==> config.mk <==
export PLATFORM = sky130hd
export DESIGN_NAME = access_level_table_top
export DESIGN_NICKNAME = d
export VERILOG_FILES = /design/src/rtl/alt_pkg.sv /design/src/rtl/alt_ram.sv /design/src/rtl/alt_table.sv /design/src/rtl/alt_dpath.sv /design/src/rtl/alt_ctrl.sv /design/src/rtl/access_level_table_top.sv
export VERILOG_INCLUDE_DIRS = /design/src /design/src/rtl
export SDC_FILE = /design/constraint.sdc
export NUM_CORES = 2
export LEC_CHECK = 0
export BUFFER_PORTS_ARGS = -buffer_cell sky130_fd_sc_hd__buf_2
export CAP_MARGIN = 5
export CORE_MARGIN = 5
export CORE_UTILIZATION = 30
export CTS_CLUSTER_DIAMETER = 120
export CTS_CLUSTER_SIZE = 16
export DETAILED_ROUTE_END_ITERATION = 8
export GPL_TIMING_DRIVEN = 0
export PLACE_DENSITY = 0.54
export REMOVE_ABC_BUFFERS = 1
export SYNTH_ARGS = -nofsm -noshare
export SYNTH_HDL_FRONTEND = slang
export SYNTH_SLANG_ARGS = --single-unit
==> constraint.sdc <==
create_clock -name clk -period 22.8 [get_ports clk]
set_input_delay 0 -clock clk [delete_from_list [all_inputs] [get_ports clk]]
set_output_delay 0 -clock clk [all_outputs]
set_load 0.02 [all_outputs]
==> src/rtl/access_level_table_top_macros.svh <==
// Assertion helpers used by the RTL (alt_table). Clock is clk, reset is rst_n (active low).
`ifndef ACCESS_LEVEL_TABLE_TOP_MACROS_SVH
`define ACCESS_LEVEL_TABLE_TOP_MACROS_SVH

// Property checked every cycle outside reset.
`define ALT_ASSERT(lbl, prop, msg) \
  lbl: assert property (@(posedge clk) disable iff (!rst_n) (prop)) else $error(msg);

// Property whose consequent holds in the cycle after the trigger.
`define ALT_ASSERT_NEXT(lbl, pre, post, msg) \
  lbl: assert property (@(posedge clk) disable iff (!rst_n) (pre) |=> (post)) else $error(msg);

`endif

==> src/rtl/alt_pkg.sv <==
`default_nettype none
package alt_pkg;

  localparam int CMD_W = 4;
  localparam int KEY_W = 64;
  localparam int LVL_W = 4;
  localparam int DEV_W = 7;
  localparam int ST_W  = 3;
  localparam int CNT_W = 5;

  localparam int unsigned DEC_BASE = 10;

  localparam logic [CMD_W-1:0] CMD_ADD_KEY = 4'd0;
  localparam logic [CMD_W-1:0] CMD_DEL_KEY = 4'd1;
  localparam logic [CMD_W-1:0] CMD_CHG_KEY = 4'd2;
  localparam logic [CMD_W-1:0] CMD_ADD_DEV = 4'd3;
  localparam logic [CMD_W-1:0] CMD_DEL_DEV = 4'd4;
  localparam logic [CMD_W-1:0] CMD_CHG_DEV = 4'd5;
  localparam logic [CMD_W-1:0] CMD_CHECK   = 4'd6;
  localparam logic [CMD_W-1:0] CMD_CLR_KEY = 4'd7;
  localparam logic [CMD_W-1:0] CMD_CLR_DEV = 4'd8;

  localparam logic [ST_W-1:0] ST_OK      = 3'd0;
  localparam logic [ST_W-1:0] ST_INVALID = 3'd1;
  localparam logic [ST_W-1:0] ST_FULL    = 3'd2;
  localparam logic [ST_W-1:0] ST_DUP     = 3'd3;
  localparam logic [ST_W-1:0] ST_NO_DEV  = 3'd4;
  localparam logic [ST_W-1:0] ST_NO_KEY  = 3'd5;
  localparam logic [ST_W-1:0] ST_DENIED  = 3'd6;

  // per-table commands from the controller
  typedef struct packed {
    logic srch;
    logic shift;
    logic append;
    logic update;
    logic clear;
  } tbl_cmd_t;

  typedef struct packed {
    logic             busy;
    logic             hit;
    logic             full;
    logic [LVL_W-1:0] lvl;
  } tbl_sts_t;

  typedef struct packed {
    logic            take;
    tbl_cmd_t        ktbl;
    tbl_cmd_t        dtbl;
    logic            st_ld;
    logic [ST_W-1:0] st_code;
    logic            out_ld;
  } ctl_cmd_t;

  typedef struct packed {
    logic [CMD_W-1:0] cmd;
    logic             key_ok;
    logic             dev_ok;
    logic             lvl_ok;
    logic             lvl_ge;
    logic             out_free;
    tbl_sts_t         ktbl;
    tbl_sts_t         dtbl;
  } ctl_sts_t;

  // 10^digits - 1, digits capped at 9
  function automatic int unsigned dec_limit(int unsigned digits);
    int unsigned lim;
    lim = 1;
    for (int unsigned i = 0; i < digits && i < 9; i++) begin
      lim = lim * DEC_BASE;
    end
    return lim - 1;
  endfunction

endpackage
`default_nettype wire

==> src/rtl/alt_ram.sv <==
`default_nettype none
module alt_ram #(
  parameter int WIDTH = 8,
  parameter int DEPTH = 16
) (
  input  wire logic                             clk,
  input  wire logic                             we,
  input  wire logic [((DEPTH > 1) ? $clog2(DEPTH) : 1)-1:0] waddr,
  input  wire logic [WIDTH-1:0]                 wdata,
  input  wire logic [((DEPTH > 1) ? $clog2(DEPTH) : 1)-1:0] raddr,
  output logic      [WIDTH-1:0]                 rdata
);

  logic [WIDTH-1:0] mem_r [DEPTH];
  logic [WIDTH-1:0] rdata_r;

  always_ff @(posedge clk) begin
    if (we) begin
      mem_r[waddr] <= wdata;
    end
    rdata_r <= mem_r[raddr];
  end

  assign rdata = rdata_r;

endmodule
`default_nettype wire

==> src/rtl/alt_table.sv <==
`default_nettype none
`include "access_level_table_top_macros.svh"
module alt_table #(
  parameter int SLOTS = 16,
  parameter int TAG_W = 64
) (
  input  wire logic                          clk,
  input  wire logic                          rst_n,
  input  wire alt_pkg::tbl_cmd_t             cmd_i,
  input  wire logic [TAG_W-1:0]              tag_i,
  input  wire logic [alt_pkg::LVL_W-1:0]     lvl_i,
  output alt_pkg::tbl_sts_t                  sts_o,
  output logic      [$clog2(SLOTS+1)-1:0]    cnt_o
);

  localparam int LW = alt_pkg::LVL_W;
  localparam int EW = TAG_W + LW;
  localparam int IW = (SLOTS > 1) ? $clog2(SLOTS) : 1;
  localparam int CW = $clog2(SLOTS + 1);

  logic [CW-1:0] cnt_r, cnt_nxt;
  logic [CW-1:0] idx_r, idx_nxt;
  logic          pend_r, pend_nxt;
  logic          srch_r, srch_nxt;
  logic          shf_r, shf_nxt;
  logic          hit_r, hit_nxt;
  logic [IW-1:0] fidx_r, fidx_nxt;
  logic [IW-1:0] widx_r, widx_nxt;
  logic [LW-1:0] lvl_r, lvl_nxt;

  logic          we;
  logic [IW-1:0] waddr;
  logic [EW-1:0] wdata;
  logic [IW-1:0] raddr;
  logic [EW-1:0] rdata;
  logic          rd_go;
  logic          hit_now;

  alt_ram #(.WIDTH(EW), .DEPTH(SLOTS)) u_ram (
    .clk   (clk),
    .we    (we),
    .waddr (waddr),
    .wdata (wdata),
    .raddr (raddr),
    .rdata (rdata)
  );

  // one read a cycle; data for the previous read compared/moved this cycle
  assign rd_go   = idx_r < cnt_r;
  assign hit_now = srch_r && pend_r && (rdata[EW-1:LW] == tag_i);

  always_comb begin
    cnt_nxt  = cnt_r;
    idx_nxt  = idx_r;
    pend_nxt = 1'b0;
    srch_nxt = srch_r;
    shf_nxt  = shf_r;
    hit_nxt  = hit_r;
    fidx_nxt = fidx_r;
    widx_nxt = widx_r;
    lvl_nxt  = lvl_r;
    we       = 1'b0;
    waddr    = fidx_r;
    wdata    = {tag_i, lvl_i};
    raddr    = idx_r[IW-1:0];
    if (cmd_i.srch) begin
      idx_nxt  = '0;
      srch_nxt = 1'b1;
      hit_nxt  = 1'b0;
    end else if (cmd_i.shift) begin
      idx_nxt = CW'(fidx_r) + CW'(1);
      shf_nxt = 1'b1;
    end else if (srch_r) begin
      if (hit_now) begin
        hit_nxt  = 1'b1;
        fidx_nxt = IW'(idx_r - CW'(1));
        lvl_nxt  = rdata[LW-1:0];
        srch_nxt = 1'b0;
      end else if (rd_go) begin
        idx_nxt  = idx_r + CW'(1);
        pend_nxt = 1'b1;
      end else if (!pend_r) begin
        srch_nxt = 1'b0;
      end
    end else if (shf_r) begin
      // entry read last cycle drops one place
      if (pend_r) begin
        we    = 1'b1;
        waddr = widx_r;
        wdata = rdata;
      end
      if (rd_go) begin
        idx_nxt  = idx_r + CW'(1);
        pend_nxt = 1'b1;
        widx_nxt = IW'(idx_r - CW'(1));
      end else if (!pend_r) begin
        shf_nxt = 1'b0;
        cnt_nxt = cnt_r - CW'(1);
      end
    end else if (cmd_i.append) begin
      we      = 1'b1;
      waddr   = cnt_r[IW-1:0];
      cnt_nxt = cnt_r + CW'(1);
    end else if (cmd_i.update) begin
      we = 1'b1;
    end else if (cmd_i.clear) begin
      cnt_nxt = '0;
    end
  end

  always_ff @(posedge clk) begin
    if (!rst_n) begin
      cnt_r  <= '0;
      idx_r  <= '0;
      pend_r <= 1'b0;
      srch_r <= 1'b0;
      shf_r  <= 1'b0;
      hit_r  <= 1'b0;
    end else begin
      cnt_r  <= cnt_nxt;
      idx_r  <= idx_nxt;
      pend_r <= pend_nxt;
      srch_r <= srch_nxt;
      shf_r  <= shf_nxt;
      hit_r  <= hit_nxt;
    end
  end

  always_ff @(posedge clk) begin
    fidx_r <= fidx_nxt;
    widx_r <= widx_nxt;
    lvl_r  <= lvl_nxt;
  end

  assign sts_o.busy = srch_r || shf_r;
  assign sts_o.hit  = hit_r;
  assign sts_o.full = (cnt_r == CW'(SLOTS));
  assign sts_o.lvl  = lvl_r;
  assign cnt_o      = cnt_r;

  `ALT_ASSERT(a_one_walk, !(srch_r && shf_r), "search and shift overlap")
  `ALT_ASSERT(a_cnt_bound, cnt_r <= CW'(SLOTS), "entry count above slot count")
  `ALT_ASSERT(a_no_overflow, !(cmd_i.append && cnt_r == CW'(SLOTS)), "append to full table")
  `ALT_ASSERT_NEXT(a_shift_hit, cmd_i.shift, shf_r && hit_r, "shift without a found entry")

endmodule
`default_nettype wire

==> src/rtl/alt_dpath.sv <==
`default_nettype none
module alt_dpath #(
  parameter int KEY_SLOTS        = 16,
  parameter int DEVICE_SLOTS     = 16,
  parameter int KEY_BYTES        = 8,
  parameter int DEVICE_ID_DIGITS = 2,
  parameter int LEVEL_DIGITS     = 1
) (
  input  wire logic                          clk,
  input  wire logic                          rst_n,
  input  wire logic [alt_pkg::CMD_W-1:0]     in_command,
  input  wire logic [alt_pkg::KEY_W-1:0]     in_key_value,
  input  wire logic [alt_pkg::LVL_W-1:0]     in_level,
  input  wire logic [alt_pkg::DEV_W-1:0]     in_device_id,
  input  wire logic                          out_stall,
  output logic                               out_valid,
  output logic      [alt_pkg::ST_W-1:0]      out_status,
  output logic      [alt_pkg::CNT_W-1:0]     out_key_count,
  output logic      [alt_pkg::CNT_W-1:0]     out_device_count,
  input  wire alt_pkg::ctl_cmd_t             ctl_i,
  output alt_pkg::ctl_sts_t                  sts_o
);

  localparam int          KW      = 8 * KEY_BYTES;
  localparam int          KCW     = $clog2(KEY_SLOTS + 1);
  localparam int          DCW     = $clog2(DEVICE_SLOTS + 1);
  localparam int unsigned DEV_MAX = alt_pkg::dec_limit(DEVICE_ID_DIGITS);
  localparam int unsigned LVL_MAX = alt_pkg::dec_limit(LEVEL_DIGITS);

  logic [alt_pkg::CMD_W-1:0] cmd_r;
  logic [KW-1:0]             key_r;
  logic [alt_pkg::LVL_W-1:0] lvl_r;
  logic [alt_pkg::DEV_W-1:0] dev_r;
  logic [alt_pkg::ST_W-1:0]  st_r;
  logic                      out_valid_r, out_valid_nxt;
  logic [alt_pkg::ST_W-1:0]  out_status_r;
  logic [alt_pkg::CNT_W-1:0] out_kcnt_r;
  logic [alt_pkg::CNT_W-1:0] out_dcnt_r;

  alt_pkg::tbl_sts_t ksts;
  alt_pkg::tbl_sts_t dsts;
  logic [KCW-1:0]    kcnt;
  logic [DCW-1:0]    dcnt;
  logic              key_ok;

  alt_table #(.SLOTS(KEY_SLOTS), .TAG_W(KW)) u_ktbl (
    .clk   (clk),
    .rst_n (rst_n),
    .cmd_i (ctl_i.ktbl),
    .tag_i (key_r),
    .lvl_i (lvl_r),
    .sts_o (ksts),
    .cnt_o (kcnt)
  );

  alt_table #(.SLOTS(DEVICE_SLOTS), .TAG_W(alt_pkg::DEV_W)) u_dtbl (
    .clk   (clk),
    .rst_n (rst_n),
    .cmd_i (ctl_i.dtbl),
    .tag_i (dev_r),
    .lvl_i (lvl_r),
    .sts_o (dsts),
    .cnt_o (dcnt)
  );

  // no zero byte allowed in the key
  always_comb begin
    key_ok = 1'b1;
    for (int b = 0; b < KEY_BYTES; b++) begin
      if (key_r[8*b +: 8] == 8'h00) begin
        key_ok = 1'b0;
      end
    end
  end

  always_ff @(posedge clk) begin
    if (ctl_i.take) begin
      cmd_r <= in_command;
      key_r <= in_key_value[KW-1:0];
      lvl_r <= in_level;
      dev_r <= in_device_id;
    end
    if (ctl_i.st_ld) begin
      st_r <= ctl_i.st_code;
    end
    if (ctl_i.out_ld) begin
      out_status_r <= st_r;
      out_kcnt_r   <= alt_pkg::CNT_W'(kcnt);
      out_dcnt_r   <= alt_pkg::CNT_W'(dcnt);
    end
  end

  always_comb begin
    out_valid_nxt = out_valid_r;
    if (ctl_i.out_ld) begin
      out_valid_nxt = 1'b1;
    end else if (!out_stall) begin
      out_valid_nxt = 1'b0;
    end
  end

  always_ff @(posedge clk) begin
    if (!rst_n) begin
      out_valid_r <= 1'b0;
    end else begin
      out_valid_r <= out_valid_nxt;
    end
  end

  assign sts_o.cmd      = cmd_r;
  assign sts_o.key_ok   = key_ok;
  assign sts_o.dev_ok   = (dev_r != '0) && (32'(dev_r) <= DEV_MAX);
  assign sts_o.lvl_ok   = 32'(lvl_r) <= LVL_MAX;
  assign sts_o.lvl_ge   = ksts.lvl >= dsts.lvl;
  assign sts_o.out_free = !out_valid_r || !out_stall;
  assign sts_o.ktbl     = ksts;
  assign sts_o.dtbl     = dsts;

  assign out_valid        = out_valid_r;
  assign out_status       = out_status_r;
  assign out_key_count    = out_kcnt_r;
  assign out_device_count = out_dcnt_r;

endmodule
`default_nettype wire

==> src/rtl/alt_ctrl.sv <==
`default_nettype none
module alt_ctrl (
  input  wire logic              clk,
  input  wire logic              rst_n,
  input  wire logic              in_valid,
  output logic                   in_stall,
  input  wire alt_pkg::ctl_sts_t sts_i,
  output alt_pkg::ctl_cmd_t      ctl_o
);

  localparam logic [2:0] S_IDLE  = 3'd0;
  localparam logic [2:0] S_DEC   = 3'd1;
  localparam logic [2:0] S_SRCH  = 3'd2;
  localparam logic [2:0] S_SHIFT = 3'd3;
  localparam logic [2:0] S_FIN   = 3'd4;

  logic [2:0] state_r, state_nxt;

  always_comb begin
    ctl_o     = '0;
    state_nxt = state_r;
    unique case (state_r)
      S_IDLE: begin
        if (in_valid) begin
          ctl_o.take = 1'b1;
          state_nxt  = S_DEC;
        end
      end
      S_DEC: begin
        // argument checks; reject or clear straight away, or start the walks
        ctl_o.st_ld   = 1'b1;
        ctl_o.st_code = alt_pkg::ST_INVALID;
        state_nxt     = S_FIN;
        unique case (sts_i.cmd)
          alt_pkg::CMD_ADD_KEY: begin
            if (sts_i.key_ok && sts_i.lvl_ok) begin
              if (sts_i.ktbl.full) begin
                ctl_o.st_code = alt_pkg::ST_FULL;
              end else begin
                ctl_o.st_ld     = 1'b0;
                ctl_o.ktbl.srch = 1'b1;
                state_nxt       = S_SRCH;
              end
            end
          end
          alt_pkg::CMD_DEL_KEY: begin
            if (sts_i.key_ok) begin
              ctl_o.st_ld     = 1'b0;
              ctl_o.ktbl.srch = 1'b1;
              state_nxt       = S_SRCH;
            end
          end
          alt_pkg::CMD_CHG_KEY: begin
            if (sts_i.key_ok && sts_i.lvl_ok) begin
              ctl_o.st_ld     = 1'b0;
              ctl_o.ktbl.srch = 1'b1;
              state_nxt       = S_SRCH;
            end
          end
          alt_pkg::CMD_ADD_DEV: begin
            if (sts_i.dev_ok && sts_i.lvl_ok) begin
              if (sts_i.dtbl.full) begin
                ctl_o.st_code = alt_pkg::ST_FULL;
              end else begin
                ctl_o.st_ld     = 1'b0;
                ctl_o.dtbl.srch = 1'b1;
                state_nxt       = S_SRCH;
              end
            end
          end
          alt_pkg::CMD_DEL_DEV: begin
            if (sts_i.dev_ok) begin
              ctl_o.st_ld     = 1'b0;
              ctl_o.dtbl.srch = 1'b1;
              state_nxt       = S_SRCH;
            end
          end
          alt_pkg::CMD_CHG_DEV: begin
            if (sts_i.dev_ok && sts_i.lvl_ok) begin
              ctl_o.st_ld     = 1'b0;
              ctl_o.dtbl.srch = 1'b1;
              state_nxt       = S_SRCH;
            end
          end
          alt_pkg::CMD_CHECK: begin
            // both tables searched side by side
            if (sts_i.dev_ok && sts_i.key_ok) begin
              ctl_o.st_ld     = 1'b0;
              ctl_o.ktbl.srch = 1'b1;
              ctl_o.dtbl.srch = 1'b1;
              state_nxt       = S_SRCH;
            end
          end
          alt_pkg::CMD_CLR_KEY: begin
            ctl_o.ktbl.clear = 1'b1;
            ctl_o.st_code    = alt_pkg::ST_OK;
          end
          alt_pkg::CMD_CLR_DEV: begin
            ctl_o.dtbl.clear = 1'b1;
            ctl_o.st_code    = alt_pkg::ST_OK;
          end
          default: begin
            ctl_o.st_code = alt_pkg::ST_INVALID;
          end
        endcase
      end
      S_SRCH: begin
        if (!sts_i.ktbl.busy && !sts_i.dtbl.busy) begin
          ctl_o.st_ld   = 1'b1;
          ctl_o.st_code = alt_pkg::ST_OK;
          state_nxt     = S_FIN;
          unique case (sts_i.cmd)
            alt_pkg::CMD_ADD_KEY: begin
              if (sts_i.ktbl.hit) ctl_o.st_code = alt_pkg::ST_DUP;
              else ctl_o.ktbl.append = 1'b1;
            end
            alt_pkg::CMD_DEL_KEY: begin
              if (sts_i.ktbl.hit) begin
                ctl_o.st_ld      = 1'b0;
                ctl_o.ktbl.shift = 1'b1;
                state_nxt        = S_SHIFT;
              end else begin
                ctl_o.st_code = alt_pkg::ST_NO_KEY;
              end
            end
            alt_pkg::CMD_CHG_KEY: begin
              if (sts_i.ktbl.hit) ctl_o.ktbl.update = 1'b1;
              else ctl_o.st_code = alt_pkg::ST_NO_KEY;
            end
            alt_pkg::CMD_ADD_DEV: begin
              if (sts_i.dtbl.hit) ctl_o.st_code = alt_pkg::ST_DUP;
              else ctl_o.dtbl.append = 1'b1;
            end
            alt_pkg::CMD_DEL_DEV: begin
              if (sts_i.dtbl.hit) begin
                ctl_o.st_ld      = 1'b0;
                ctl_o.dtbl.shift = 1'b1;
                state_nxt        = S_SHIFT;
              end else begin
                ctl_o.st_code = alt_pkg::ST_NO_DEV;
              end
            end
            alt_pkg::CMD_CHG_DEV: begin
              if (sts_i.dtbl.hit) ctl_o.dtbl.update = 1'b1;
              else ctl_o.st_code = alt_pkg::ST_NO_DEV;
            end
            alt_pkg::CMD_CHECK: begin
              if (!sts_i.dtbl.hit) ctl_o.st_code = alt_pkg::ST_NO_DEV;
              else if (!sts_i.ktbl.hit) ctl_o.st_code = alt_pkg::ST_NO_KEY;
              else if (!sts_i.lvl_ge) ctl_o.st_code = alt_pkg::ST_DENIED;
            end
            default: begin
              ctl_o.st_code = alt_pkg::ST_INVALID;
            end
          endcase
        end
      end
      S_SHIFT: begin
        if (!sts_i.ktbl.busy && !sts_i.dtbl.busy) begin
          ctl_o.st_ld   = 1'b1;
          ctl_o.st_code = alt_pkg::ST_OK;
          state_nxt     = S_FIN;
        end
      end
      S_FIN: begin
        if (sts_i.out_free) begin
          ctl_o.out_ld = 1'b1;
          state_nxt    = S_IDLE;
        end
      end
      default: begin
        state_nxt = S_IDLE;
      end
    endcase
  end

  always_ff @(posedge clk) begin
    if (!rst_n) begin
      state_r <= S_IDLE;
    end else begin
      state_r <= state_nxt;
    end
  end

  assign in_stall = (state_r != S_IDLE);

endmodule
`default_nettype wire

==> src/rtl/access_level_table_top.sv <==
// Access level table: two packed tables, one of keys and one of device ids, each
// entry carrying an access level. One command item in gives one result item out
// (status plus the key and device counts after the command). Items are handled one
// at a time. A command rejected by its checks, or a clear, is answered without a search;
// add, change and check search the table linearly at one table RAM read per cycle,
// stopping at the first match (check searches both tables in parallel and takes the
// longer walk), and a delete searches and then moves every later entry down one place
// through the same single read port. A finished result sits in the output register, so
// the next item is taken while it waits; only a result still stalled when the next one
// is ready holds the block. Tables need no clearing pass after reset; entries beyond the
// fill count are never read.
`default_nettype none
module access_level_table_top #(
  parameter int KEY_SLOTS        = 16,  // key table depth
  parameter int DEVICE_SLOTS     = 16,  // device table depth
  parameter int KEY_BYTES        = 8,   // low bytes of key_value that form the key
  parameter int DEVICE_ID_DIGITS = 2,   // device ids valid from 1 to 10^digits - 1
  parameter int LEVEL_DIGITS     = 1    // levels valid up to 10^digits - 1
) (
  input  wire logic                          clk,
  input  wire logic                          rst_n,
  // command item
  input  wire logic                          in_valid,
  output logic                               in_stall,
  input  wire logic [alt_pkg::CMD_W-1:0]     in_command,
  input  wire logic [alt_pkg::KEY_W-1:0]     in_key_value,
  input  wire logic [alt_pkg::LVL_W-1:0]     in_level,
  input  wire logic [alt_pkg::DEV_W-1:0]     in_device_id,
  // result item
  output logic                               out_valid,
  input  wire logic                          out_stall,
  output logic      [alt_pkg::ST_W-1:0]      out_status,
  output logic      [alt_pkg::CNT_W-1:0]     out_key_count,
  output logic      [alt_pkg::CNT_W-1:0]     out_device_count
);

  alt_pkg::ctl_cmd_t ctl;
  alt_pkg::ctl_sts_t sts;

  // sequencer: argument checks, search, append/update/shift/clear, result hand-off
  alt_ctrl u_ctrl (
    .clk      (clk),
    .rst_n    (rst_n),
    .in_valid (in_valid),
    .in_stall (in_stall),
    .sts_i    (sts),
    .ctl_o    (ctl)
  );

  // operand registers, both table RAMs with their walkers, output register
  alt_dpath #(
    .KEY_SLOTS        (KEY_SLOTS),
    .DEVICE_SLOTS     (DEVICE_SLOTS),
    .KEY_BYTES        (KEY_BYTES),
    .DEVICE_ID_DIGITS (DEVICE_ID_DIGITS),
    .LEVEL_DIGITS     (LEVEL_DIGITS)
  ) u_dpath (
    .clk              (clk),
    .rst_n            (rst_n),
    .in_command       (in_command),
    .in_key_value     (in_key_value),
    .in_level         (in_level),
    .in_device_id     (in_device_id),
    .out_stall        (out_stall),
    .out_valid        (out_valid),
    .out_status       (out_status),
    .out_key_count    (out_key_count),
    .out_device_count (out_device_count),
    .ctl_i            (ctl),
    .sts_o            (sts)
  );

endmodule
`default_nettype wire

# --- After elaboration in Yosys (flattened, before gate mapping) ---
# Memory sizes are Yosys's and may differ from the RTL's. A register that Yosys moved wholly into a read port is not among the register bits.
# Cells that the tools add are included.
totals:
  romBits: 0
  input_bits: 83
  latch_bits: 0
  n_memories: 2
  mem_bits_rw: 1264
  ff_bits: 151
  word_cells: 310
mem_list:
  columns: ["memory", "depth", "width", "rd", "rd_clocked_by_memory_dff", "wr", "line", "source"]
  rows:
  - ["u_dpath.u_ktbl.u_ram.mem_r", 16, 68, 1, 1, 1, "alt_ram.sv:14", "logic [WIDTH-1:0] mem_r [DEPTH];"]
  - ["u_dpath.u_dtbl.u_ram.mem_r", 16, 11, 1, 1, 1, "alt_ram.sv:14", null]
classes:
  n_reduce_logical: 52
  bitwise: 7
  muxes: 173
  mul: 0
  n_div: 0
  addsub: 10
  shift: 0
  n_lt_le_gt_ge: 5
  eq_ne: 33
op_table:
  columns: ["operator", "count"]
  rows:
  - ["2-to-1 mux 68 bit", 5]
  - ["2-to-1 mux 5 bit", 22]
  - ["2-to-1 mux 1 bit", 86]
  - ["2-to-1 mux 3 bit", 24]
  - ["equality test 64 bit", 1]
  - ["zero test 8 bit", 8]
  - ["2-to-1 mux 4 bit", 16]
  - ["2-to-1 mux 11 bit", 5]
  - ["one-hot mux 3 bit (5 select lines)", 2]
  - ["one-hot mux 3 bit (7 select lines)", 1]
  - ["adder 5 x 1 -> 5 bit (second input constant)", 4]
  - ["equality test 4 x 3 -> 1 bit (second input constant)", 4]
  - ["!= test 2 bit (second input constant)", 8]
  - ["nonzero test 3 bit", 5]
  - ["AND reduction 7 bit", 2]
  - ["one-hot mux 4 bit (3 select lines)", 1]
  - ["AND reduction 4 bit", 3]
  - ["adder 4 x 1 -> 5 bit (second input constant)", 2]
  - ["equality test 5 bit (second input constant)", 2]
  - ["< comparator 5 bit", 2]
  - ["2-to-1 mux 2 bit", 5]
  - ["!= test 2 x 1 -> 1 bit (second input constant)", 5]
  - ["AND reduction 5 bit", 2]
  - ["OR reduction 2 bit", 5]
  - ["29 further kinds", 60]

# --- Logic depth before layout (Yosys ltp) ---
logic_depth:
  word_depth: 17
  mapped_depth: 14

# --- By module ---
# From an unflattened synthesis, not the netlist that was laid out.
hier_totals:
  hier_cells: 2898
  area_unflattened_um2: 58209.6
by_module_without_submodules:
  columns: ["module", "n_inst", "cells_each", "area_each_um2"]
  rows:
  - ["alt_ram (u_dpath.u_ktbl.u_ram)", 1, 1750, 41980.3]
  - ["alt_ram (u_dpath.u_dtbl.u_ram)", 1, 305, 6998.0]
  - ["alt_table (u_dpath.u_ktbl)", 1, 384, 3369.5]
  - ["alt_dpath", 1, 146, 3164.3]
  - ["alt_table (u_dpath.u_dtbl)", 1, 192, 1811.7]
  - ["alt_ctrl", 1, 121, 885.8]

# --- Worst setup path after synthesis ---
# Ideal clock, no wire load.
synth_timing:
  path_type: "reg-to-reg"
  startpoint: "register u_dpath.u_dtbl.shf_r"
  endpoint: "memory u_dpath.u_ktbl.u_ram.mem_r[0][0] in the netlist's numbering, enable pin"
  setup_time_ps: 578
  slack_ps: 14938
  arrival_time_ps: 7285
  synth_period_minus_slack_ps: 7862
  stages_incl_launch_ff: 11
  cell_sequence: "dfxtp_1 > buf_6 > or4_1 > buf_2 > or4b_4 > or3_1 > clkbuf_1 > o22ai_1 > nand3b_1 > o32a_1 > nor3_1"
synth_between:
  elab_chain_cells: 13
synth_rtl:
  columns: ["element", "line", "source"]
  rows:
  - ["start, declared", "alt_table.sv:25", "logic shf_r, shf_nxt;"]
  - ["start signal, assigned", "alt_table.sv:124", "shf_r <= shf_nxt;"]
  - ["logical OR 1 bit *", "alt_table.sv:135", "assign sts_o.busy = srch_r || shf_r;"]
  - ["zero test 1 bit *", "alt_ctrl.sv:108", "if (!sts_i.ktbl.busy && !sts_i.dtbl.busy) begin"]
  - ["logical AND 1 bit *", "alt_ctrl.sv:108", null]
  - ["2-to-1 mux 3 bit *", "alt_ctrl.sv:108", null]
  - ["2-to-1 mux 3 bit *", "alt_ctrl.sv:22", "unique case (state_r)"]
  - ["2-to-1 mux 1 bit", "alt_table.sv:104", "end else if (cmd_i.update) begin"]
  - ["2-to-1 mux 1 bit", "alt_table.sv:100", "end else if (cmd_i.append) begin"]
  - ["2-to-1 mux 1 bit", "alt_table.sv:85", "end else if (shf_r) begin"]
  - ["2-to-1 mux 1 bit", "alt_table.sv:73", "end else if (srch_r) begin"]
  - ["2-to-1 mux 1 bit", "alt_table.sv:70", "end else if (cmd_i.shift) begin"]
  - ["2-to-1 mux 1 bit", "alt_table.sv:66", "if (cmd_i.srch) begin"]
  - ["2-to-1 mux 1 bit", "alt_ram.sv:18", "if (we) begin"]
  - ["2-to-1 mux 1 bit (not written as such)", "alt_ram.sv:19", "mem_r[waddr] <= wdata;"]
  - ["end, declared", "alt_ram.sv:14", null]
# Every way passes the cells marked *; elsewhere a longest branch is shown, timed or not.

# --- Final worst setup path ---
layout_timing:
  startpoint: "register u_dpath.dev_r[1] in the netlist's numbering"
  endpoint: "memory u_dpath.u_ktbl.u_ram.mem_r[11][26] in the netlist's numbering, enable pin"
layout_between:
  elab_chain_cells: 9
layout_rtl:
  columns: ["element", "line", "source"]
  rows:
  - ["start, declared", "alt_dpath.sv:33", "logic [alt_pkg::DEV_W-1:0] dev_r;"]
  - ["start signal, assigned", "alt_dpath.sv:81", "dev_r <= in_device_id;"]
  - ["less-or-equal comparator 7 bit / nonzero test 7 bit (equally long branches)", "alt_dpath.sv:112", "assign sts_o.dev_ok = (dev_r != '0) && (32'(dev_r) <= DEV_MAX);"]
  - ["logical AND 1 bit *", "alt_dpath.sv:112", null]
  - ["logical AND 1 bit *", "alt_ctrl.sv:87", "if (sts_i.dev_ok && sts_i.key_ok) begin"]
  - ["2-to-1 mux 1 bit *", "alt_ctrl.sv:87", null]
  - ["one-hot mux 1 bit (4 select lines) *", "alt_ctrl.sv:34", "unique case (sts_i.cmd)"]
  - ["2-to-1 mux 1 bit *", "alt_ctrl.sv:22", null]
  - ["2-to-1 mux 1 bit", "alt_table.sv:66", null]
  - ["2-to-1 mux 1 bit", "alt_ram.sv:18", null]
  - ["2-to-1 mux 1 bit (not written as such)", "alt_ram.sv:19", null]
# Marks and branches as above.

==> results.md <==
* TritonCTS buffer count at 104
* Class of the most critical setup path: reg2reg
* Fmax at 179 MHz
* Arrival time of the worst setup path at 6.03 ns
* Number of max-capacitance violations reported at 0
* Worst-path cell with the longest stage delay: sky130_fd_sc_hd__nor4_1
* Number of antenna violations at the first check in global routing at 0
* Global-route wire length before repair at 209000 um
* Library cell appearing most often on the critical path: sky130_fd_sc_hd__buf_6
* HPWL after DPL at 96000 um
* Fraction of the cycle the final worst path needs at 0.245
* Total design power at 4970 uW
* Number of remaining DRC errors at 0
* Setup slack after placement at 17.22 ns
* Clk slew on worst S/H paths at 0.07 ns
* Sequential fraction of the synthesis area at 0.756
* Largest fanout on the critical path at 8
* Topmost layer with routed signal wires: met4
* Critical path, cell by cell: nor4_1 > a211oi_1 > o21ai_0 > a2111oi_2 > buf_4 > nor3_1 > nand3b_1 > nor3_2 > buf_6 > buf_6 > buf_6 > buf_4 > buf_6
* Synth top area share at 0.718
* Critical path buffer and inverter count at 6
* Area leader, netlist: sky130_fd_sc_hd__edfxtp_1
* Kind of cell adding the most delay to the critical path: simple AND/OR/NAND/NOR gates
* Crit path time final at 5.59 ns
* Sink of the worst hold path: u_dpath.key_r[11]$_DFFE_PP_
* Metal-1 WL at 64200 um
* Worst setup startpoint: u_dpath.dev_r[1]$_DFFE_PP_
* Maximum clock insertion buffer count at 3
* Startpoint kind of the worst setup timing path: flip-flop
* Final count of hold timing violations at 0
* Via count of the first global-routing pass at 28900
* Most common library cell in the layout ignoring fill and taps: sky130_fd_sc_hd__edfxtp_1
* Mean number of vias per cell at 4.95
* Layout cells sized above 1 at 0.292
* Initial standard-cell utilization of the core at 0.301
* Worst skew pair latency at 0.75 ns
* Depth of the worst hold-timing path at 2
* Fillers at 17800
* Largest net degree at the start of global routing at 54
* CTS hold repair buffers at 147
* Standby leakage power at 0.0209 uW
* Layout-stage area growth over the synthesis result at 18.4%
* Worst slew slack as a fraction of its limit at 0.181
* Number of H-tree branching levels at 3
* Yosys reg bits at 1494
* Core Box Area at 192000 um^2
* Yosys Warn Count at 0
* Weighted congestion reported at the end of routability-driven placement at 0.766
* Startpoint of the lowest-slack hold path: in_key_value[11]
* Unique cell type count in the Yosys netlist at 77
* Count of routing violations after the opening detailed-route iteration at 2721
* Y dimension of the die at 449 um
* # diodes at 0
* Post-synthesis area per instance at 21.4 um^2
* Status: finished, final reports clean
* Peak supply drop at 64.5 uV
* Top_reg_cell synth: sky130_fd_sc_hd__edfxtp_1
* Met2 wirelength from detailed routing at 70800 um
* Class of the tightest hold or removal check: in2reg
* Total global-route track usage at 0.140
* Detailed-route wire length at 144000 um
* PostCTS Resize Cnt at 0
* Count of input and output buffers at 97
* Top cells by area in the synthesized netlist: sky130_fd_sc_hd__edfxtp_1, sky130_fd_sc_hd__mux4_2, sky130_fd_sc_hd__dfxtp_1
* Highest cell delay on the worst timing path at 0.93 ns
* Netlist area before placement at 57900 um^2
* Number of nets still failing antenna checks after routing at 0
* Total power density per cell area at 72.6 nW/um^2
* Reg-to-reg endpoint: u_dpath.u_ktbl.u_ram.mem_r[11][26]$_DFFE_PP_
* Area post-placement at 63900 um^2
* Worst-margin pin slew at 1.22 ns
* Fraction of registers with async set/reset at 0
* TritonRoute pass-1 iters at 5
* RSZ-0062 raised after global routing: false
* Final count of pins violating max slew at 0
* Site Rows at 161
* I/O pin count at 98
* Worst r2r path cells at 13
* Clock Tree Root: sky130_fd_sc_hd__clkbuf_16
* Die width at 449 um
* Post-Synthesis Cells at 2698
* Number of synthesized flops with an enable pin at 1383
* Clock Sink Count at 1494
* Setup Viol. Count Final at 0
* Setup WS post-layout at 17.21 ns
* WL met3 at 7100 um
* Die footprint at 202000 um^2
* CTS tree: done
* Drt wl/cell at 25.2 um
* Post-CTS repair timing setup buffer count at 0
* Remaining global-route overflow at 0
* Startpoint of the lowest-slack register-to-register path: u_dpath.dev_r[1]$_DFFE_PP_
* Cell area after layout at 68500 um^2
* Clk_skew at 0.0819 ns
* Nets at 3223
* Reg-to-reg setup timing slack at 17.21 ns
* Required time at the endpoint of the critical path at 23.24 ns
* Kind of capture point of the worst setup path: flip-flop
* Via Count at 28400
* Summed negative setup slack over all endpoints at 0 ns
* Most used cells in the layout excluding fill and tap cells: sky130_fd_sc_hd__edfxtp_1, sky130_fd_sc_hd__mux4_2, sky130_fd_sc_hd__dlygate4sd3_1, sky130_fd_sc_hd__buf_6
[where the power goes]
part / total (uW) / switching [uW] / leakage, uW / internal, uW
Sequential: 3030 / 20.5 / 0.0134 / 3010
Combinational: 122 / 76.6 / 0.00599 / 45.1
Clock: 1820 / 941 / 0.00146 / 879
[sequential cells by signal, indices dropped and copies added (netlist names), 3 cells and up]
signal and cells:
u_dpath.u_dtbl.u_ram.mem_r 176, u_dpath.u_ktbl.u_ram.rdata 68, u_dpath.u_ktbl.fidx_r 4, u_dpath.u_ktbl.idx_r 5, u_dpath.out_key_count 5, u_ctrl.state_r 3
u_dpath.lvl_r 4, u_dpath.u_dtbl.widx_r 4, u_dpath.u_ktbl.cnt_o 5, u_dpath.u_ktbl.lvl_r 4, u_dpath.st_r 3, u_dpath.u_ktbl.widx_r 4
u_dpath.cmd_r 4, u_dpath.u_dtbl.idx_r 5, u_dpath.key_r 64, u_dpath.u_dtbl.u_ram.rdata 11, u_dpath.u_dtbl.fidx_r 4, u_dpath.u_dtbl.cnt_o 5
u_dpath.out_device_count 5, u_dpath.out_status 3, u_dpath.u_dtbl.lvl_r 4, u_dpath.dev_r 7, u_dpath.u_ktbl.u_ram.mem_r 1088
[routing by layer]
metal,GRT usage,vias to the layer above
met5,0,-
met4,0.0244,0
met3,0.0218,132
met2,0.231,745
met1,0.199,15400
li1,-,12100
[worst max-delay path by stage]
stage / slack, ns / endpoint / cells after the start
2_1_floorplan: 10.10 / u_dpath.u_ktbl.idx_r[4]$_SDFFE_PP0P_ / 7
5_1_grt: 16.89 / u_dpath.u_ktbl.u_ram.mem_r[11][26]$_DFFE_PP_ / 13
3_5_place_dp: 17.22 / u_dpath.u_ktbl.u_ram.mem_r[11][26]$_DFFE_PP_ / 13
6_report: 17.21 / u_dpath.u_ktbl.u_ram.mem_r[11][26]$_DFFE_PP_ / 13
4_1_cts: 17.15 / u_dpath.u_ktbl.u_ram.mem_r[11][26]$_DFFE_PP_ / 13
3_3_place_gp: -3.16 / u_dpath.u_ktbl.u_ram.mem_r[13][34]$_DFFE_PP_ / 6
[kinds of logic after synthesis]
kind of cell / after synthesis / synth area share
xor gates and xnor gates: 69 / 0.0104
buffers and inverters: 170 / 0.0113
DFF: 1494 / 0.756
AOI/OAI and AO/OA: 162 / 0.0200
adders and majority gates: 20 / 0.00432
muxes: 484 / 0.171
and+or+nand+nor: 299 / 0.0270
[cells in the mapped netlist, types with 5 or more instances]
library cell	number
sky130_fd_sc_hd__a211oi_1	10
sky130_fd_sc_hd__a21o_1	8
sky130_fd_sc_hd__a21oi_1	35
sky130_fd_sc_hd__a221oi_1	5
sky130_fd_sc_hd__a2bb2oi_1	5
sky130_fd_sc_hd__a31oi_1	7
sky130_fd_sc_hd__and3_1	8
sky130_fd_sc_hd__buf_1	38
sky130_fd_sc_hd__buf_2	6
sky130_fd_sc_hd__clkbuf_1	82
sky130_fd_sc_hd__dfxtp_1	111
sky130_fd_sc_hd__edfxtp_1	1383
sky130_fd_sc_hd__ha_1	20
sky130_fd_sc_hd__inv_1	42
sky130_fd_sc_hd__mux2_2	76
sky130_fd_sc_hd__mux2i_1	13
sky130_fd_sc_hd__mux4_2	395
sky130_fd_sc_hd__nand2_1	59
sky130_fd_sc_hd__nand2b_1	15
sky130_fd_sc_hd__nand3_1	22
sky130_fd_sc_hd__nand4_1	14
sky130_fd_sc_hd__nor2_1	62
sky130_fd_sc_hd__nor2b_1	18
sky130_fd_sc_hd__nor3_1	36
sky130_fd_sc_hd__nor3b_1	6
sky130_fd_sc_hd__nor4_1	31
sky130_fd_sc_hd__o21ai_0	28
sky130_fd_sc_hd__o22ai_1	8
sky130_fd_sc_hd__o31ai_1	6
sky130_fd_sc_hd__xnor2_1	21
sky130_fd_sc_hd__xor2_1	48
[final cells by class]
type / instances / area [um^2] / share of cell area
sequential: 1494 / 43800 / 0.639
clock inverter: 8 / 181 / 0.00265
multi-input combinational: 1034 / 13600 / 0.199
clock buffer: 184 / 2920 / 0.0427
timing repair buffer: 444 / 4700 / 0.0686
tap: 2526 / 3160 / 0.0461
inverter: 42 / 158 / 0.00230
[per-stage QoR]
step	cells	util	hold WS, ns
6_report	5732	0.357	0.0362
5_1_grt	5732	0.357	0.00323
4_1_cts	5731	0.356	0.00462
3_5_place_dp	5392	0.333	0.178
3_3_place_gp	5193	0.317	0.177
2_1_floorplan	2570	-	0.0989
(Power assumes the default switching activity.)
